--- config.mk ---
export PLATFORM = sky130hd
export DESIGN_NAME = ddp_control
export DESIGN_NICKNAME = d
export VERILOG_FILES = /design/src/rtl/differential_drive_to_point_macros.svh /design/src/rtl/ddp_pkg.sv /design/src/rtl/ddp_control.sv
export SDC_FILE = /design/constraint.sdc
export NUM_CORES = 2
export LEC_CHECK = 0
export ABC_AREA = 1
export BUFFER_PORTS_ARGS = -buffer_cell sky130_fd_sc_hd__buf_2
export CAP_MARGIN = 15
export CORE_MARGIN = 2
export CORE_UTILIZATION = 35
export DETAILED_ROUTE_END_ITERATION = 7
export GPL_TIMING_DRIVEN = 1
export HOLD_SLACK_MARGIN = 0.03
export PLACE_DENSITY = 0.56
export SYNTH_ARGS = -nofsm -noshare
export SYNTH_HDL_FRONTEND = slang
export SYNTH_SLANG_ARGS = --single-unit
export TNS_END_PERCENT = 100
--- constraint.sdc ---
create_clock -name clk -period 12.78 [get_ports clk]
set_input_delay 1.278 -clock clk [delete_from_list [all_inputs] [get_ports clk]]
set_output_delay 1.278 -clock clk [all_outputs]
set_load 0.1 [all_outputs]
--- src/rtl/differential_drive_to_point_macros.svh ---
// Assertion macros for the go-to-point drive pipeline.
// No dependencies; included by the modules that assert.
`ifndef DIFFERENTIAL_DRIVE_TO_POINT_MACROS_SVH
`define DIFFERENTIAL_DRIVE_TO_POINT_MACROS_SVH
`ifndef SYNTHESIS
`define DDP_ASSERT(label, clk, rst_n, prop, msg) \
  label: assert property (@(posedge clk) disable iff (!rst_n) prop) else $error(msg);
`define DDP_ASSERT_RST(label, clk, prop, msg) \
  label: assert property (@(posedge clk) prop) else $error(msg);
`else
`define DDP_ASSERT(label, clk, rst_n, prop, msg)
`define DDP_ASSERT_RST(label, clk, prop, msg)
`endif
`endif

--- src/rtl/ddp_pkg.sv ---
// Shared types and constants of the go-to-point drive pipeline.
// No dependencies.
`default_nettype none
package ddp_pkg;
  localparam int HALF_TURN = 11520;
  localparam int FULL_TURN = 23040;
  localparam int INV_GAIN_Q16 = 39797;
  localparam int ZW = 24;

  typedef enum logic [2:0] {
    REG_TARGET_X = 3'd0, REG_TARGET_Y = 3'd1, REG_TARGET_HEADING = 3'd2,
    REG_MAX_SPEED = 3'd3, REG_DRIVE_MODE = 3'd4, REG_DRIVE_GAIN = 3'd5,
    REG_TURN_GAIN = 3'd6, REG_ARRIVE_RADIUS = 3'd7
  } reg_idx_t;

  typedef enum logic [1:0] {
    MODE_FWD = 2'd0, MODE_REV = 2'd1, MODE_HEAD = 2'd2, MODE_SPARE = 2'd3
  } mode_t;

  typedef struct packed {
    logic signed [23:0] target_x;
    logic signed [23:0] target_y;
    logic signed [14:0] target_heading;
    logic [14:0]        max_speed;
    mode_t              drive_mode;
    logic [11:0]        drive_gain;
    logic [11:0]        turn_gain;
    logic [15:0]        arrive_radius;
  } cfg_t;

  function automatic logic [ZW-1:0] atan_entry(input int i);
    logic [ZW-1:0] r;
    case (i)
      0: r = 24'd737280;  1: r = 24'd435242;  2: r = 24'd229970;
      3: r = 24'd116736;  4: r = 24'd58595;   5: r = 24'd29326;
      6: r = 24'd14667;   7: r = 24'd7334;    8: r = 24'd3667;
      9: r = 24'd1833;    10: r = 24'd917;    11: r = 24'd458;
      12: r = 24'd229;    13: r = 24'd115;    14: r = 24'd57;
      15: r = 24'd29;     16: r = 24'd14;     17: r = 24'd7;
      18: r = 24'd4;      19: r = 24'd2;      20: r = 24'd1;
      default: r = '0;
    endcase
    return r;
  endfunction
endpackage
`default_nettype wire

--- src/rtl/ddp_control.sv ---
// Gain, wrap, clamp and mixing stages after the CORDIC.
// Depends on ddp_pkg.
`default_nettype none
module ddp_control
  import ddp_pkg::*;
(
  input  wire logic               clk,
  input  wire logic               rst_n,
  input  wire cfg_t               cfg,
  input  wire logic               in_vld,
  input  wire logic [35:0]        in_x,
  input  wire logic signed [23:0] in_z,
  input  wire logic               in_zero,
  input  wire logic signed [15:0] in_head,
  output logic                    out_strobe,
  output logic signed [16:0]      out_left_power,
  output logic signed [16:0]      out_right_power,
  output logic                    out_arrived
);
  function automatic logic signed [31:0] clampm(input logic signed [31:0] v,
                                                input logic [14:0] m);
    logic signed [31:0] mm;
    mm = 32'(m);
    if (v > mm) return mm;
    if (v < -mm) return -mm;
    return v;
  endfunction

  // stage A: scale magnitude (lower/upper partial products), bearing
  logic               a_vld_r;
  logic [53:0]        a_plo_r;
  logic [35:0]        a_phi_r;
  logic signed [15:0] a_bear_r;
  logic signed [15:0] a_head_r;
  logic signed [24:0] zr;
  always_comb zr = (25'(in_z) + 25'sd128) >>> 8;
  always_ff @(posedge clk) begin
    if (!rst_n) a_vld_r <= 1'b0;
    else        a_vld_r <= in_vld;
    a_plo_r  <= 54'(in_x[17:0]) * 54'(INV_GAIN_Q16);
    a_phi_r  <= 36'(in_x[35:18]) * 36'(INV_GAIN_Q16);
    a_bear_r <= in_zero ? '0 : 16'(zr);
    a_head_r <= in_head;
  end

  // stage B: distance, arrival, heading error
  logic               b_vld_r;
  logic [24:0]        b_dist_r;
  logic               b_arr_r;
  logic signed [17:0] b_err_r;
  logic [55:0]        dsum;
  logic [24:0]        b_dist_nxt;
  logic signed [17:0] ref_h, err;
  always_comb begin
    dsum = 56'(a_plo_r) + (56'(a_phi_r) << 18) + 56'd8388608;
    b_dist_nxt = 25'(dsum >> 24);
    unique case (cfg.drive_mode)
      MODE_HEAD: ref_h = 18'(cfg.target_heading);
      MODE_REV: begin
        ref_h = 18'(a_bear_r) + 18'sd11520;
        if (ref_h > 18'sd11520) ref_h = ref_h - 18'(FULL_TURN);
      end
      default: ref_h = 18'(a_bear_r);
    endcase
    err = ref_h - 18'(a_head_r);
    // err stays within two and a half turns either way, so two corrections each way suffice
    for (int k = 0; k < 2; k++) begin
      if (err > 18'sd11520) err = err - 18'(FULL_TURN);
      else if (err < -18'sd11520) err = err + 18'(FULL_TURN);
    end
  end
  always_ff @(posedge clk) begin
    if (!rst_n) b_vld_r <= 1'b0;
    else        b_vld_r <= a_vld_r;
    b_dist_r <= b_dist_nxt;
    b_arr_r  <= (dsum >> 24) < 56'(cfg.arrive_radius);
    b_err_r  <= err;
  end

  // stage C: gains and first clamp
  logic               c_vld_r, c_arr_r;
  logic signed [16:0] c_drive_r, c_turn_r;
  logic [40:0]        dprod;
  logic signed [31:0] tprod, dv, tv;
  always_comb begin
    dprod = 41'(b_dist_r) * 41'(cfg.drive_gain) + 41'd128;
    tprod = 32'(b_err_r) * $signed({20'd0, cfg.turn_gain}) + 32'sd32;
    dv = (dprod[40:8] > 33'(cfg.max_speed)) ? 32'(cfg.max_speed) : 32'(dprod[40:8]);
    tv = clampm(tprod >>> 6, cfg.max_speed);
  end
  always_ff @(posedge clk) begin
    if (!rst_n) c_vld_r <= 1'b0;
    else        c_vld_r <= b_vld_r;
    c_arr_r   <= b_arr_r;
    c_drive_r <= 17'(dv);
    c_turn_r  <= 17'(tv);
  end

  // stage D: mixing and output register
  logic signed [31:0] l, r;
  always_comb begin
    if (cfg.drive_mode == MODE_REV) begin
      l = -32'(c_drive_r) + 32'(c_turn_r);
      r = -32'(c_drive_r) - 32'(c_turn_r);
    end else begin
      l = 32'(c_drive_r) + 32'(c_turn_r);
      r = 32'(c_drive_r) - 32'(c_turn_r);
      if (cfg.drive_mode == MODE_HEAD) begin
        l = clampm(l, cfg.max_speed);
        r = clampm(r, cfg.max_speed);
      end
    end
  end
  always_ff @(posedge clk) begin
    if (!rst_n) out_strobe <= 1'b0;
    else        out_strobe <= c_vld_r;
    out_left_power  <= c_arr_r ? '0 : 17'(l);
    out_right_power <= c_arr_r ? '0 : 17'(r);
    out_arrived     <= c_arr_r;
  end
endmodule
`default_nettype wire

==> results.rst <==
.. list-table::
   :header-rows: 1

   * - Metric
     - Value
   * - Placeable core area
     - 130000 sq um
   * - Number of buffers inserted for hold repair after clock tree synthesis
     - 0
   * - Sort of element at the end of the critical path
     - register
   * - ANT nets after route
     - 0
   * - Number of buffers on the longest clock path
     - 2
   * - Mean cell area of the mapped netlist
     - 7.90 sq um
   * - Layout net count
     - 7467
   * - Clock input transition at the sequential cells of the worst setup and hold paths
     - 0.10 ns
   * - Synth async-reset ratio
     - 0
   * - Relative slew margins
     - 0.218
   * - Post-CTS Resized
     - 0
   * - Final min period
     - 9.26 ns
   * - Vias/cell
     - 4.78
   * - Vias after detailed routing
     - 36379
   * - Primary FF master, synth
     - dfxtp_1
   * - Yosys top cell area share
     - 0.295
   * - CTS tree
     - built
   * - Post-synth design cell area
     - 45800 sq um
   * - Number of enable-type register cells in the synthesized netlist
     - 0
   * - Number of hold-slack violations in the final timing report
     - 0
   * - Global-route wire length before repair
     - 197 mm
   * - Setup Skew
     - around 0.025 ns
   * - Maximum number of pins on one net before global-route repair
     - 53
   * - Cell with the most instances after synthesis
     - inv_1
   * - Sort of element at the start of the critical path
     - primary input
   * - Layout cell share with drive strength beyond 1
     - 0.0530
   * - Worst Setup Path Type
     - in2reg
   * - Hpwl dp
     - 102 mm
   * - Sum of negative setup slack
     - 0 ns
   * - Cell depth of the worst min-delay path
     - 0
   * - Number of placement rows
     - between 100 and 150
   * - Antenna violations before repair
     - 10
   * - Finished Core Util
     - 0.378
   * - Worst-case hold path end point
     - c_arr_r
   * - Maximum clock rate
     - roughly 0.11 GHz
   * - Wire length reported by the detailed router
     - 120 mm
   * - Final Max Tran Viols
     - 0
   * - Initial cell density of the core
     - 0.353
   * - Post-route fraction of the period consumed by the critical path
     - 0.724
   * - Post-synth cell types
     - 67
   * - Sequential cell area fraction in the yosys report
     - 0.0875
   * - Final weighted congestion in routability-driven placement
     - 0.887
   * - Non-Filler Cell Area, Final
     - 49000 sq um
   * - # DRC
     - 0
   * - Worst stage delay on the critical path
     - 0.78 ns
   * - Via count of the first global-routing pass
     - 37395
   * - DIE WIDTH
     - 366 um
   * - Number of design-rule violations left by the first detailed-router iteration
     - 1933
   * - Launch instance of the worst register-to-register path
     - b_err_r[5]
   * - Most frequent cells after synthesis
     - inv_1 (1338), nand2_1 (1177), ha_1 (739), fa_1 (675), a21oi_1 (330)
   * - Clock insertion delay at the later pin of the skew report
     - 0.54 ns
   * - Slowest cell on crit path
     - fa_1
   * - Beginning of the worst hold path
     - b_arr_r
   * - # setup viols final
     - 0
   * - Top fanout value on the critical path
     - 31
   * - WL per Instance
     - roughly 16 um
   * - Tightest Hold Check Type
     - reg2reg
   * - Congestion Overflow GR
     - 0
   * - Dominant cells by area after synthesis
     - fa_1 (30%), ha_1 (20%), inv_1 (11%)
   * - Overall die area
     - approximately 130000 sq um
   * - Data arrival time of the worst path
     - 9.70 ns
   * - Root Buffer
     - clkbuf_16
   * - Launch point of the worst path
     - cfg[17]
   * - Number of buffers created by CTS
     - 17
   * - Cell type contributing the most total cell area after synthesis
     - fa_1
   * - Port bufs
     - 180
   * - Reg-to-reg slack, setup
     - 3.89 ns
   * - Die Span Y
     - 366 um
   * - Total cell area at the placement stage
     - 48300 sq um
   * - Post-CTS Setup Repair Bufs
     - 0
   * - Path depth of the worst reg2reg path
     - 35
   * - Outcome
     - complete, no violations
   * - Syn. warnings
     - 0
   * - Number of synthesized register bits
     - 200
   * - Number of max-cap violations
     - 0
   * - Count of filler cells inserted in the layout
     - 13578
   * - Growth of design area from synthesis to finish
     - 7.04%
   * - Ports
     - 236
   * - Capture point of the worst reg-to-reg path
     - c_turn_r[16]
   * - Total number of clock tree sinks
     - 200
   * - Worst-margin pin slew
     - 1.17 ns
   * - Length of the first detailed-routing pass in iterations
     - 5
   * - Max H-tree Level
     - 4
   * - Unrepaired setup endpoints after global routing
     - no
   * - Overall fraction of global-route tracks in use
     - 0.186
   * - Syn Inst Count
     - 5796
   * - CP Data Required Time
     - 13.23 ns
cell type report:
class	instances	area, sq um	share of cell area
flip-flops and latches	200	4000	0.0817
repair buffers	192	991	0.0202
inverters	1359	5110	0.104
well taps	1742	2180	0.0445
multi-input cells	4083	36000	0.736
clock buffers	17	425	0.00868
clock inverters	15	223	0.00455
diodes	3	7.51	0.000153
sequential cells by signal (all words and copies together) (netlist names):
name and count:
a_bear_r 16, out_strobe 1, b_err_r 18, c_vld_r 1, a_plo_r 16, a_vld_r 1
c_turn_r 17, out_right_power 17, a_phi_r 34, b_arr_r 1, c_arr_r 1, c_drive_r 17
b_dist_r 25, out_left_power 17, a_head_r 16, out_arrived 1, b_vld_r 1
stage by stage:
step,setup slack (ns),hold WS [ns],cells
after floorplan,3.94,0.310,5797
after global placement,3.03,0.312,7576
after detailed placement,2.97,0.312,7576
after CTS,3.56,0.310,7608
after global routing,2.83,0.324,7609
final,3.52,0.311,7611
placed cells by master (no fill, tap or decap), types with 18 or more instances in the layout:
cell,instances
a21o_1,18
a21oi_1,330
a31oi_1,22
buf_2,180
dfxtp_1,200
fa_1,675
ha_1,739
inv_1,1338
nand2_1,1177
nand2_2,22
nand3_1,180
nand4_1,53
nor2_1,191
nor3_1,51
o211ai_1,47
o21ai_0,173
xnor2_1,51
xor2_1,162
worst max path at each step:
stage / endpoint / slack [ns]
floorplan: c_turn_r[3] / 3.94
global placement: c_turn_r[16] / 3.03
detailed placement: c_turn_r[16] / 2.97
CTS: c_turn_r[16] / 3.56
global route: c_turn_r[15] / 2.83
finish: c_turn_r[16] / 3.52
critical path, delay by kind of cell:
kind | cells | cell delay [ns]
AND/OR/NAND/NOR | 10 | 2.06
buffers and inverters | 7 | 1.28
AO/OA/AOI/OAI | 6 | 0.97
XOR/XNOR | 1 | 0.13
adder cells (fa/ha/maj) | 8 | 3.95
kinds of logic (layout without fill, tap and decap cells):
kind of cell	after synthesis	after routing	synth area share
compound gates	707	707	0.0886
xor+xnor	216	216	0.0423
fa+ha+maj	1414	1414	0.497
buf+inv	1514	1583	0.125
flops	200	200	0.0875
other cells	1	5	0.0000819
simple gates	1744	1744	0.159
per-layer routing:
layer  wire, um  GRT usage
met4       2730     0.0495
met1      56700      0.256
met5         13          0
met3       7010     0.0328
met2      53500      0.298
Power is not shown: default switching activity piles up to over one toggle a cycle in this logic, so the estimate is an artifact.
